## src/hw/rtl/mss_pkg.sv

```systemverilog
`default_nettype none
// ----------------------------------------------------------------------------
// mss_pkg
// Shared constants, types and reset values for the multirate sample scheduler.
// ----------------------------------------------------------------------------
package mss_pkg;

  localparam int HW_SLOTS     = 4;
  localparam int SLOTS        = 4;
  localparam int ACTIVE_SLOTS = (SLOTS > HW_SLOTS) ? HW_SLOTS : SLOTS;

  localparam int SLOT_W     = 2;
  localparam int INTERVAL_W = 16;
  localparam int CHANNEL_W  = 4;
  localparam logic [CHANNEL_W-1:0] CHANNEL_MASK = 4'hf;

  localparam int CFG_IDX_W  = 8;
  localparam int CFG_DATA_W = 16;

  // Register indexes of the configuration port
  localparam logic [CFG_IDX_W-1:0] REG_INTERVAL_BASE = 8'd0;
  localparam logic [CFG_IDX_W-1:0] REG_CHANNEL_BASE  = 8'd4;
  localparam logic [CFG_IDX_W-1:0] REG_END           = 8'd8;

  localparam int Q_DEPTH = 2;
  localparam int Q_PTR_W = 1;
  localparam int Q_CNT_W = 2;

  typedef logic [HW_SLOTS-1:0]                 mask_t;
  typedef logic [HW_SLOTS-1:0][INTERVAL_W-1:0] interval_arr_t;
  typedef logic [HW_SLOTS-1:0][CHANNEL_W-1:0]  channel_arr_t;

  // Head of the due-mask queue as seen by the back end
  typedef struct packed {
    logic  valid;
    mask_t mask;
  } q_head_t;

  localparam interval_arr_t RESET_INTERVAL = {16'd1000, 16'd1000, 16'd100, 16'd2000};
  localparam channel_arr_t  RESET_CHANNEL  = {4'd7, 4'd6, 4'd5, 4'd1};

endpackage
`default_nettype wire

```

## src/hw/rtl/multirate_sample_scheduler_core.sv

```systemverilog
`default_nettype none
// ----------------------------------------------------------------------------
// multirate_sample_scheduler_core
// Periodic conversion scheduler for four sensor slots.
// ----------------------------------------------------------------------------
// Each accepted item with in_tick set counts every slot down by one millisecond;
// the slots that fall due give one result each, in ascending slot order, the
// last one marked by last_due. A tick is taken whenever in_full is low, and
// in_full rises only when two ticks' due masks are still waiting. Results leave
// at one per cycle while the receiver pops, from a single output register, so
// a tick with k due slots gives k results (four at most). All counters start at
// zero, so every slot falls due on the first tick. The config port is always
// ready; new intervals take effect at each slot's next reload.
// ----------------------------------------------------------------------------
module multirate_sample_scheduler_core
  import mss_pkg::*;
(
  input  wire logic                  clk,
  input  wire logic                  rst_n,
  input  wire logic                  in_push,
  output logic                       in_full,
  input  wire logic                  in_tick,
  output logic                       out_empty,
  input  wire logic                  out_pop,
  output logic [CHANNEL_W-1:0]       out_sel_channel,
  output logic [SLOT_W-1:0]          out_slot_index,
  output logic                       out_last_due,
  input  wire logic                  cfg_valid,
  output logic                       cfg_ready,
  input  wire logic [CFG_IDX_W-1:0]  cfg_index,
  input  wire logic [CFG_DATA_W-1:0] cfg_data
);

  interval_arr_t interval;
  channel_arr_t  channel;
  logic    q_push, q_pop, q_full;
  mask_t   q_mask;
  q_head_t q_head;

  assign cfg_ready = 1'b1;
  assign in_full   = q_full;

  mss_cfg u_cfg (
    .clk      (clk),
    .rst_n    (rst_n),
    .wr_en    (cfg_valid && cfg_ready),
    .wr_index (cfg_index),
    .wr_data  (cfg_data),
    .interval (interval),
    .channel  (channel)
  );

  mss_front u_front (
    .clk      (clk),
    .rst_n    (rst_n),
    .accept   (in_push && !in_full),
    .tick     (in_tick),
    .interval (interval),
    .q_push   (q_push),
    .q_mask   (q_mask)
  );

  mss_queue u_queue (
    .clk       (clk),
    .rst_n     (rst_n),
    .push      (q_push),
    .push_mask (q_mask),
    .pop       (q_pop),
    .full      (q_full),
    .head      (q_head)
  );

  mss_back u_back (
    .clk             (clk),
    .rst_n           (rst_n),
    .head            (q_head),
    .q_pop           (q_pop),
    .channel         (channel),
    .out_pop         (out_pop && !out_empty),
    .out_empty       (out_empty),
    .out_sel_channel (out_sel_channel),
    .out_slot_index  (out_slot_index),
    .out_last_due    (out_last_due)
  );

endmodule
`default_nettype wire

```

## src/hw/rtl/mss_cfg.sv

```systemverilog
`default_nettype none
// ----------------------------------------------------------------------------
// mss_cfg
// Interval and channel registers per slot, written through the config port.
// ----------------------------------------------------------------------------
module mss_cfg
  import mss_pkg::*;
(
  input  wire logic                  clk,
  input  wire logic                  rst_n,
  input  wire logic                  wr_en,
  input  wire logic [CFG_IDX_W-1:0]  wr_index,
  input  wire logic [CFG_DATA_W-1:0] wr_data,
  output interval_arr_t              interval,
  output channel_arr_t               channel
);

  interval_arr_t interval_r, interval_nxt;
  channel_arr_t  channel_r, channel_nxt;
  logic [CFG_IDX_W-1:0] chan_off;

  assign chan_off = wr_index - REG_CHANNEL_BASE;

  always_comb begin
    interval_nxt = interval_r;
    channel_nxt  = channel_r;
    // drop writes beyond the register list
    if (wr_en) begin
      if (wr_index < REG_CHANNEL_BASE) begin
        interval_nxt[wr_index[SLOT_W-1:0]] = wr_data[INTERVAL_W-1:0];
      end else if (wr_index < REG_END) begin
        channel_nxt[chan_off[SLOT_W-1:0]] = wr_data[CHANNEL_W-1:0] & CHANNEL_MASK;
      end
    end
  end

  always_ff @(posedge clk) begin
    if (!rst_n) begin
      interval_r <= RESET_INTERVAL;
      channel_r  <= RESET_CHANNEL;
    end else begin
      interval_r <= interval_nxt;
      channel_r  <= channel_nxt;
    end
  end

  assign interval = interval_r;
  assign channel  = channel_r;

endmodule
`default_nettype wire

```

## src/hw/rtl/mss_front.sv

```systemverilog
`default_nettype none
// ----------------------------------------------------------------------------
// mss_front
// Per-slot countdown counters; classifies each tick into a mask of due slots.
// ----------------------------------------------------------------------------
module mss_front
  import mss_pkg::*;
(
  input  wire logic   clk,
  input  wire logic   rst_n,
  input  wire logic   accept,
  input  wire logic   tick,
  input  wire interval_arr_t interval,
  output logic        q_push,
  output mask_t       q_mask
);

  logic [HW_SLOTS-1:0][INTERVAL_W-1:0] remaining_r, remaining_nxt;
  logic [HW_SLOTS-1:0][INTERVAL_W-1:0] dec;
  mask_t due;

  always_comb begin
    remaining_nxt = remaining_r;
    dec           = '0;
    due           = '0;
    for (int i = 0; i < HW_SLOTS; i++) begin
      if (i < ACTIVE_SLOTS) begin
        // saturate at zero, then reload on reaching it
        dec[i] = (remaining_r[i] != '0) ? remaining_r[i] - 16'd1 : '0;
        due[i] = (dec[i] == '0);
        if (accept && tick) begin
          remaining_nxt[i] = due[i] ? interval[i] : dec[i];
        end
      end
    end
  end

  always_ff @(posedge clk) begin
    if (!rst_n) begin
      remaining_r <= '0;
    end else begin
      remaining_r <= remaining_nxt;
    end
  end

  assign q_push = accept && tick && (due != '0);
  assign q_mask = due;

endmodule
`default_nettype wire

```

## src/hw/rtl/mss_queue.sv

```systemverilog
`default_nettype none
// ----------------------------------------------------------------------------
// mss_queue
// Short queue of due masks between the front and back ends.
// ----------------------------------------------------------------------------
module mss_queue
  import mss_pkg::*;
(
  input  wire logic clk,
  input  wire logic rst_n,
  input  wire logic push,
  input  wire mask_t push_mask,
  input  wire logic pop,
  output logic      full,
  output q_head_t   head
);

  mask_t mem_r [Q_DEPTH];
  logic [Q_PTR_W-1:0] wr_ptr_r, wr_ptr_nxt, rd_ptr_r, rd_ptr_nxt;
  logic [Q_CNT_W-1:0] cnt_r, cnt_nxt;
  logic do_push, do_pop;

  assign full    = (cnt_r == Q_CNT_W'(Q_DEPTH));
  assign do_push = push && !full;
  assign do_pop  = pop && (cnt_r != '0);

  always_comb begin
    wr_ptr_nxt = wr_ptr_r;
    rd_ptr_nxt = rd_ptr_r;
    cnt_nxt    = cnt_r;
    if (do_push) begin
      wr_ptr_nxt = (wr_ptr_r == Q_PTR_W'(Q_DEPTH - 1)) ? '0 : wr_ptr_r + 1'b1;
    end
    if (do_pop) begin
      rd_ptr_nxt = (rd_ptr_r == Q_PTR_W'(Q_DEPTH - 1)) ? '0 : rd_ptr_r + 1'b1;
    end
    if (do_push && !do_pop) begin
      cnt_nxt = cnt_r + 1'b1;
    end else if (do_pop && !do_push) begin
      cnt_nxt = cnt_r - 1'b1;
    end
  end

  always_ff @(posedge clk) begin
    if (!rst_n) begin
      wr_ptr_r <= '0;
      rd_ptr_r <= '0;
      cnt_r    <= '0;
    end else begin
      wr_ptr_r <= wr_ptr_nxt;
      rd_ptr_r <= rd_ptr_nxt;
      cnt_r    <= cnt_nxt;
    end
  end

  always_ff @(posedge clk) begin
    if (do_push) begin
      mem_r[wr_ptr_r] <= push_mask;
    end
  end

  assign head.valid = (cnt_r != '0);
  assign head.mask  = mem_r[rd_ptr_r];

endmodule
`default_nettype wire

```

## src/hw/rtl/mss_back.sv

```systemverilog
`default_nettype none
// ----------------------------------------------------------------------------
// mss_back
// Walks each due mask in slot order and hands one result a cycle to the
// output register whenever that register is free.
// ----------------------------------------------------------------------------
module mss_back
  import mss_pkg::*;
(
  input  wire logic   clk,
  input  wire logic   rst_n,
  input  wire q_head_t head,
  output logic        q_pop,
  input  wire channel_arr_t channel,
  input  wire logic   out_pop,
  output logic        out_empty,
  output logic [CHANNEL_W-1:0] out_sel_channel,
  output logic [SLOT_W-1:0]    out_slot_index,
  output logic                 out_last_due
);

  mask_t cur_mask_r, cur_mask_nxt;
  mask_t pick, rest;
  logic [SLOT_W-1:0] pick_idx;
  logic out_valid_r, out_valid_nxt;
  logic [CHANNEL_W-1:0] sel_channel_r;
  logic [SLOT_W-1:0]    slot_index_r;
  logic                 last_due_r;
  logic out_free, emit;

  // lowest set bit first
  always_comb begin
    pick     = '0;
    pick_idx = '0;
    for (int i = HW_SLOTS - 1; i >= 0; i--) begin
      if (cur_mask_r[i]) begin
        pick     = '0;
        pick[i]  = 1'b1;
        pick_idx = SLOT_W'(i);
      end
    end
  end

  assign rest     = cur_mask_r & ~pick;
  assign out_free = !out_valid_r || out_pop;
  assign emit     = out_free && (cur_mask_r != '0);
  assign q_pop    = head.valid && ((cur_mask_r == '0) || (emit && (rest == '0)));

  always_comb begin
    cur_mask_nxt  = cur_mask_r;
    out_valid_nxt = out_valid_r;
    if (out_pop) begin
      out_valid_nxt = 1'b0;
    end
    if (emit) begin
      cur_mask_nxt  = rest;
      out_valid_nxt = 1'b1;
    end
    if (q_pop) begin
      cur_mask_nxt = head.mask;
    end
  end

  always_ff @(posedge clk) begin
    if (!rst_n) begin
      cur_mask_r  <= '0;
      out_valid_r <= 1'b0;
    end else begin
      cur_mask_r  <= cur_mask_nxt;
      out_valid_r <= out_valid_nxt;
    end
  end

  always_ff @(posedge clk) begin
    if (emit) begin
      sel_channel_r <= channel[pick_idx] & CHANNEL_MASK;
      slot_index_r  <= pick_idx;
      last_due_r    <= (rest == '0);
    end
  end

  assign out_empty       = !out_valid_r;
  assign out_sel_channel = sel_channel_r;
  assign out_slot_index  = slot_index_r;
  assign out_last_due    = last_due_r;

endmodule
`default_nettype wire

```

## config.mk

```make
export PLATFORM = sky130hd
export DESIGN_NAME = multirate_sample_scheduler_core
export DESIGN_NICKNAME = d
export VERILOG_FILES = /design/src/hw/rtl/mss_pkg.sv /design/src/hw/rtl/multirate_sample_scheduler_core.sv /design/src/hw/rtl/mss_cfg.sv /design/src/hw/rtl/mss_front.sv /design/src/hw/rtl/mss_queue.sv /design/src/hw/rtl/mss_back.sv
export SDC_FILE = /design/constraint.sdc
export NUM_CORES = 1
export LEC_CHECK = 0
export ABC_CLOCK_PERIOD_IN_PS = 4700
export BUFFER_PORTS_ARGS = -buffer_cell sky130_fd_sc_hd__buf_2
export CORE_MARGIN = 1.5
export CORE_UTILIZATION = 30
export DETAILED_ROUTE_END_ITERATION = 6
export PLACE_DENSITY_LB_ADDON = 0.25
export REMOVE_ABC_BUFFERS = 1
export SLEW_MARGIN = 20
export SYNTH_ARGS = -nofsm -noshare
export SYNTH_HDL_FRONTEND = slang
export SYNTH_SLANG_ARGS = --single-unit
```

## constraint.sdc

```tcl
create_clock -name clk -period 4.7 [get_ports clk]
set_input_delay 0.235 -clock clk [delete_from_list [all_inputs] [get_ports clk]]
set_output_delay 0.235 -clock clk [all_outputs]
set_load 0.05 [all_outputs]
```

==> results of run 1 <==
-- report_power, final --
group | switching, W | internal, W | total, W
combinational | 0.00135 | 0.000786 | 0.00214
sequential | 0.000222 | 0.00166 | 0.00188
clock | 0.000659 | 0.000753 | 0.00141
total | 0.00223 | 0.00320 | 0.00543
-- cell type report --
cell class	instances	area [sq um]
Inverter	21	78.8
Clock inverter	15	160
Tap cell	378	473
Multi-Input combinational cell	807	4690
Fill cell	2987	18400
Clock buffer	17	425
Timing Repair Buffer	50	280
Sequential cell	169	3530
-- worst max-delay path, delay by kind of cell (launching register included) --
family	cells	cell delay (ns)
buffers and inverters	2	0.18
AO/OA/AOI/OAI	4	0.82
flip-flops	1	0.38
adder cells (fa/ha/maj)	2	0.59
AND/OR/NAND/NOR	4	1.64
-- layout by cell type, fill, tap and decap left out, types with 11 or more instances in the layout --
master / count
or4_1: 11
edfxtp_1: 15
o21a_1: 12
mux2i_1: 32
nand3_1: 46
buf_4: 12
dfxtp_1: 154
o21ai_0: 64
nand2b_1: 12
nor2_1: 75
xor2_1: 11
nand4_1: 16
a211oi_1: 11
nand2_1: 181
nor4_1: 21
nor2b_1: 12
nor3_1: 31
a31oi_1: 11
and2_1: 11
a21oi_1: 109
inv_1: 20
clkbuf_16: 17
buf_2: 38
-- metal layers --
metal | GRT usage [%] | vias to the layer above | routed length [microns]
met5 | 0 | - | 0
met4 | 5.41 | 0 | 386
met3 | 2.66 | 26 | 957
met2 | 27.5 | 166 | 11200
met1 | 24.8 | 3672 | 12400
li1 | - | 3851 | -
-- through the flow --
step / util, % / setup slack, ns
CTS: 34.4 / 1.03
detailed placement: 32.3 / 1.04
floorplan: - / 1.06
global placement: 32.3 / 1.14
finish: 34.4 / 1.02
global route: 34.4 / 0.731
-- kinds of logic (layout without fill, tap and decap cells) --
logic type,Yosys count,after routing,share of synthesized area [%]
xor gates and xnor gates,21,21,2.14
and+or+nand+nor,472,472,27.9
other,1,1,0.0437
DFF,169,169,41.1
adders and majority gates,5,5,0.729
buffers and inverters,94,103,4.68
muxes,33,33,3.86
AOI/OAI and AO/OA,275,275,19.5
-- worst max path at each step --
| stage | cells after the start | slack, ns | to | start |
|---|---|---|---|---|
| after floorplan | 12 | 1.06 | u_queue.cnt_r[1] | u_front.remaining_r[1] |
| after global placement | 12 | 1.14 | u_queue.cnt_r[1] | u_front.remaining_r[32] |
| after detailed placement | 12 | 1.04 | u_queue.cnt_r[1] | u_front.remaining_r[32] |
| after CTS | 12 | 1.03 | u_queue.cnt_r[1] | u_front.remaining_r[32] |
| after global routing | 12 | 0.73 | u_queue.cnt_r[1] | u_front.remaining_r[32] |
| final | 12 | 1.02 | u_queue.cnt_r[1] | u_front.remaining_r[32] |
-- registers in the layout, indices dropped and copies added, names as in the netlist, named ones only --
| name | cells |
|---|---|
| u_back.out_sel_channel | 4 |
| u_back.out_slot_index | 2 |
| u_front.remaining_r | 64 |
| u_back.out_last_due | 1 |
| u_queue.rd_ptr_r | 1 |
| u_queue.cnt_r | 2 |
| u_cfg.interval | 64 |
| u_back.out_valid_r | 1 |
| u_cfg.channel | 16 |
| u_queue.mem_r | 8 |
| u_back.cur_mask_r | 4 |
| u_queue.wr_ptr_r | 1 |
==> results summary, run 1 <==
The number of DRC violations after detailed routing came out at 0. Setup violations remaining at the end of the flow were counted as 0. The minimum hold slack is approximately 0.11 ns. The post-placement cell count is between 1,000 and 1,500. The reg2reg setup slack is about 1.0 ns. The pin slew with the least headroom to its limit came out at roughly 0.93 ns. The number of design-rule violations left by the first detailed-router iteration is between 400 and 500. STA classifies the critical path endpoint as a register. The count of buffers added on input and output ports is 38. The kind of critical path is register to register. Global routing used ~18% of the available tracks.

The chip width is around 170 microns. The clock tree synthesis step divided the H-tree into 4 levels. The placer congestion estimate came out at roughly 0.86. The dominant cell by count in the synthesized netlist is nand2_1. Headroom to the max-slew limit came out at 38.2%.

Synthesis instantiated 80 different standard cells from the library. The maximum number of pins on one net before global-route repair came out at between 50 and 60. Synthesis handed over a netlist of around 1,100 instances.

The hold violation count in the final report is 0. On the worst path, the slowest cell contributes a delay of around 0.56 ns. The count of pins over their slew limit is 0.

After clock tree synthesis, the clock-pin slew on the worst setup and hold paths is about 0.070 ns. Subtracting the final worst setup slack from the clock period gives between 3 and 4 ns. The setup skew after layout is 0.0120 ns. The average wire length per cell after detail routing is ~17 microns. After global routing the overflow that remains totals 0. At the worst endpoint, the required time is around 5.1 ns. The maximum vdd ir drop came out at ~0.00022 V.

After clock tree synthesis, the repair step resized 0 gates. The antenna cell count came out at 0. The number of vias in the routed layout is ~7,700.

The worst setup path is launched from a register. The number of nets in the layout came out at between 1,000 and 1,500. The mapped netlist covers 0.00859 sq mm. The total negative slack for setup checks came out at 0 ns. The starting utilization of the core area is approximately 30%. The finished cells cover around 0.0096 sq mm. The startpoint identified for the worst register-to-register timing path is u_front.remaining_r[32]. The total number of clock tree sinks is about 170.

The biggest area contributor in the post-synthesis netlist is dfxtp_1. The post-CTS setup-driven buffer insertion count is 0. The total power consumption of the routed design is between 0.005 and 0.006 W. The area of the placeable core came out at about 0.028 sq mm. The estimated wirelength of the detail-placed design came out at roughly 17,000 microns. The die area is 0.0296 sq mm. The worst hold path stage count came out at 3.

Counting instances in the post-synthesis netlist gives the leading cell types as 181 x nand2_1, 154 x dfxtp_1, 109 x a21oi_1. In this run, synthesis inferred 15 flip-flops with an integrated enable. The placed standard-cell area came out at approximately 0.0090 sq mm.

For this run, the number of Yosys warnings is 0. The count of max-cap constraint violations came out at 0. The path with the worst hold slack has its endpoint at u_cfg.interval[61]. The path class of the tightest hold or removal check is input pin to register. The area growth from synthesis to layout is 12.2%. Ranked by total cell area, the synthesized netlist is headed by dfxtp_1 36%, nand2_1 7.9%, a21oi_1 6.4%, edfxtp_1 5.2%, mux2i_1 3.7%. The worst min-delay path startpoint is cfg_data[13]. TritonCTS built the clock tree. The post-synthesis register bit count came out at between 150 and 200. The largest fanout of any net on the critical path came out at 9. The chip height is approximately 170 microns. The power density over the cells is roughly 560 mW/mm^2. The I/O pin count came out at 40.

The part of the cycle the worst path needs is around four fifths. For this run, the top clock speed supported by timing is 272 MHz. In this run the deepest clock path goes through 2 buffers. The number of hold buffers added after CTS was 0.

The root cell of the clock tree is clkbuf_16. The number of detailed-route iterations in the first pass is 5. The via count of the first global-routing pass was roughly 7,200.

The average instance in the mapped netlist occupies between 8 and 9 sq um. The leakage power total is ~3.5 nW. Walking the worst path, the cells encountered are inv_1 > ha_1 > nor3b_2 > nand4_1 > or4_1 > o311ai_1 > a21oi_4 > o41ai_2 > inv_1 > ha_1 > or3_1 > a21oi_1.

The number of clock buffers added by TritonCTS is 17. The worst register-to-register path ends at u_queue.cnt_r[1]. The number of antenna violations at the first check in global routing came out at 0. The async set-or-reset flop fraction in the synthesized netlist is 0%. The share of synthesized area in the top cell type comes to 35.9%. The number of cells on the worst reg-to-reg path is 12. The initialized floorplan defines 61 standard-cell rows. For this design, the slowest cell found on the critical path is or4_1.

The run finished with clean final reports. The first global-routing pass estimated ~40,000 microns of wire. The post-route netlist has 10.7% of its cells at a drive strength greater than 1.

Data arrives at the worst endpoint at ~4.0 ns. After detailed routing, the number of vias per cell comes to between 5 and 6. For the worst-skew pair, the clock arrives at the later sink with an insertion delay of 0.44 ns.

The aggregate routed wire length is between 20,000 and 25,000 microns. The number of non-filler instances in the completed layout is 1,457. Setup repair after global routing left no endpoint under its margin.

For this run, the leading register cell type out of synthesis is dfxtp_1. The part of the Yosys area used for sequential elements came out at 41.1%. In this run the remaining antenna-violating nets after routing total 0.
Note: power is estimated with default switching activity, not from simulation.
==> inputs of run 2 (changes only) <==
--- a/config.mk
+++ b/config.mk
@@ -5,7 +5,7 @@
 export SDC_FILE = /design/constraint.sdc
 export NUM_CORES = 1
 export LEC_CHECK = 0
-export ABC_CLOCK_PERIOD_IN_PS = 4700
+export ABC_CLOCK_PERIOD_IN_PS = 3350
 export BUFFER_PORTS_ARGS = -buffer_cell sky130_fd_sc_hd__buf_2
 export CORE_MARGIN = 1.5
 export CORE_UTILIZATION = 30
==> constraint.sdc (replaced) <==
create_clock -name clk -period 3.35 [get_ports clk]
set_input_delay 0.1675 -clock clk [delete_from_list [all_inputs] [get_ports clk]]
set_output_delay 0.1675 -clock clk [all_outputs]
set_load 0.05 [all_outputs]
==> run 2 against run 1 <==
Total power grew 46%. Sequential share of layout area shrank 1.4 points. Cell count grew 3.1%. Global-route usage grew 0.39 points. Non-clock buffer count grew 45. Highest routed layer unchanged.
==> results summary, run 2 (synthesis results as in run 1) <==
The estimated wirelength of the detail-placed design is ~17,000 microns. In this run the deepest clock path goes through 2 buffers. The chip width is about 170 microns. The largest single stage delay on the critical path is about 0.63 ns.

The worst max-slew margin expressed relative to the limit came out at 43.4%. Clock skew on the completed layout was measured at between 0.01 and 0.015 ns. The I/O pin count is 40. The worst path arrival time is 3.57 ns. The die covers ~0.03 sq mm. After detailed routing, the average wire length per cell comes to between 15 and 20 microns. For this block, the initial DRC count from the detailed router was 490. The worst setup path is captured at a register.

The worst path meets setup with approximately 0.14 ns of slack. Net switching is 40.7% of the power. The kind of critical path is register to register.

Counting I/O delays and the setup requirement, the final critical path takes 3.21 ns. The leakage power total came out at 3.74 nW. The area overhead of the layout relative to synthesis came out at 16.8%. Walking the worst path, the cells encountered are or4_1 > buf_4 > o21ai_0 > nor4b_2 > a41oi_2 > nor4b_4 > o41ai_4 > inv_1 > ha_1 > or3_1 > a21oi_1. The antenna cell count came out at 0. The data required time at the worst endpoint is around 3.7 ns.

The clock insertion delay at the later pin of the skew report came out at around 0.43 ns. The number of input and output port buffers inserted is 38. The number of DRC violations after detailed routing is 0. The post-placement worst setup slack is between 0.1 and 0.15 ns. The part of the cycle the worst path needs came out at a little over nine tenths. Summed over all layers, the global routing overflow is 0. The post-route antenna net violation count came out at 0.

The maximum vdd ir drop came out at around 0.00028 V. The clock transition time at the flip-flop clock pins of the worst setup and hold paths is around 0.07 ns. The count of max-cap constraint violations came out at 0. Dividing total power by cell area gives a power density of around 790 mW/mm^2. The H-tree depth reported by CTS came out at 4. The proportion of power drawn by combinational gates came out at between 40% and 50%. The total number of clock tree sinks came out at about 170. The hold buffer count at cts came out at 0. The maximum clock frequency is between 300 and 400 MHz.

The most common cell after layout, fill and taps aside is nand2_1. The number of nets in the layout came out at 1,146. Setup repair after global routing left no endpoint under its margin. In this run the worst path has a maximum fanout of 6. The fraction of layout instances using a drive strength above 1 is between 10% and 20%. The die is ~170 microns tall. The power spent charging and discharging nets came out at around 0.0032 W.

The number of CTS-inserted buffers came out at 17. Cells fill a little over a third of the core in the end. The internal power component came out at between 0.004 and 0.005 W. The number of antenna violations at the first check in global routing is 0.

The via count of the first global-routing pass is ~7,400. The number of detailed-route iterations in the first pass came out at 6. Setup violations remaining at the end of the flow were counted as 0. The post-CTS setup-driven buffer insertion count came out at 0. CTS placed an instance of clkbuf_16 at the clock tree root.

For this design, the slowest cell found on the critical path is or4_1. TritonCTS built the clock tree. After the flow finishes, the layout carries non-filler instances totaling ~1,500. STA classifies the critical path startpoint as a register.

The number of vias in the routed layout is between 7,000 and 8,000. Across every metal layer, demand over resource in global routing totals between 10% and 20%. At the pin with the least slew margin, the transition time is ~0.85 ns.

The run finished with clean final reports. The placer congestion estimate is between 0.8 and 0.9. The starting utilization of the core area came out at a little over 30%.

The aggregate routed wire length is roughly 26,000 microns. The class of the most critical hold timing path is input pin to register. The ratio of routed vias to standard cells is 5.20.

The hold violation count in the final report is 0. The clock network accounts for 25.5% of the total power. The global-route wire length before repair is roughly 41,000 microns. The power share of the sequential group is between 30 and 40%. The maximum number of pins on one net before global-route repair is 61. The count of pins over their slew limit is 0. The row count is just over 60. The post-placement cell count is approximately 1,500. The area of the placeable core is roughly 0.028 sq mm.

The library cells used most frequently in the layout, excluding fill and tap cells, are 181 x nand2_1, 154 x dfxtp_1, 109 x a21oi_1.
## run 2: final timing paths
path                          start            endpoint  depth (start not counted)  slack, ns
max          u_front.remaining_r[0]    u_queue.cnt_r[1]                         11       0.14
min                    cfg_data[15]  u_cfg.interval[63]                          3       0.05
max reg2reg  u_front.remaining_r[0]    u_queue.cnt_r[1]                         11       0.14
min reg2reg      u_cfg.interval[42]  u_cfg.interval[42]                          2       0.46
## run 2: through the flow
stage	hold slack [ns]	TNS, ns	area, sq um	power, W
floorplan	0.229	-0.343	8260	0.00488
global placement	0.444	0	9380	0.00591
detailed placement	0.449	0	9380	0.00590
CTS	0.0284	0	9970	0.00794
global route	0.0484	0	10000	0.00848
finish	0.0504	0	10000	0.00795
## run 2: worst max-delay path: cells and delay by family, from the launching register on
kind / cells / cell delay (ns)
flip-flops: 1 / 0.36
AND/OR/NAND/NOR: 4 / 1.68
buffers and inverters: 2 / 0.27
adder cells (fa/ha/maj): 1 / 0.25
AO/OA/AOI/OAI: 4 / 0.57
## run 2: cell type report
class | count | area (sq um)
sequential | 169 | 3530
fill | 2954 | 18000
clock buffer | 17 | 425
timing repair buffer | 95 | 618
clock inverter | 15 | 173
inverter | 21 | 78.8
multi-input combinational | 807 | 4730
tap | 378 | 473
## run 2: power groups by stage
stage	Clock (W)	Sequential [W]	Combinational, W
after floorplan	0	0.00273	0.00214
after global placement	0	0.00261	0.00330
after detailed placement	0	0.00261	0.00329
after CTS	0.00207	0.00256	0.00331
after global routing	0.00215	0.00261	0.00372
final	0.00203	0.00257	0.00335
## run 2: what timing repair did
action,4_1_cts,5_1_grt
endpoints found under the setup margin,0,2
resized for setup,0,8
endpoints found under the hold margin,0,0
## run 2: metal layers
layer	track usage, %	up-vias	routed length [microns]
li1	-	3910	-
met4	5.90	0	475
met1	24.6	3718	12600
met2	29.1	150	11700
met3	2.33	29	868
met5	0	-	0
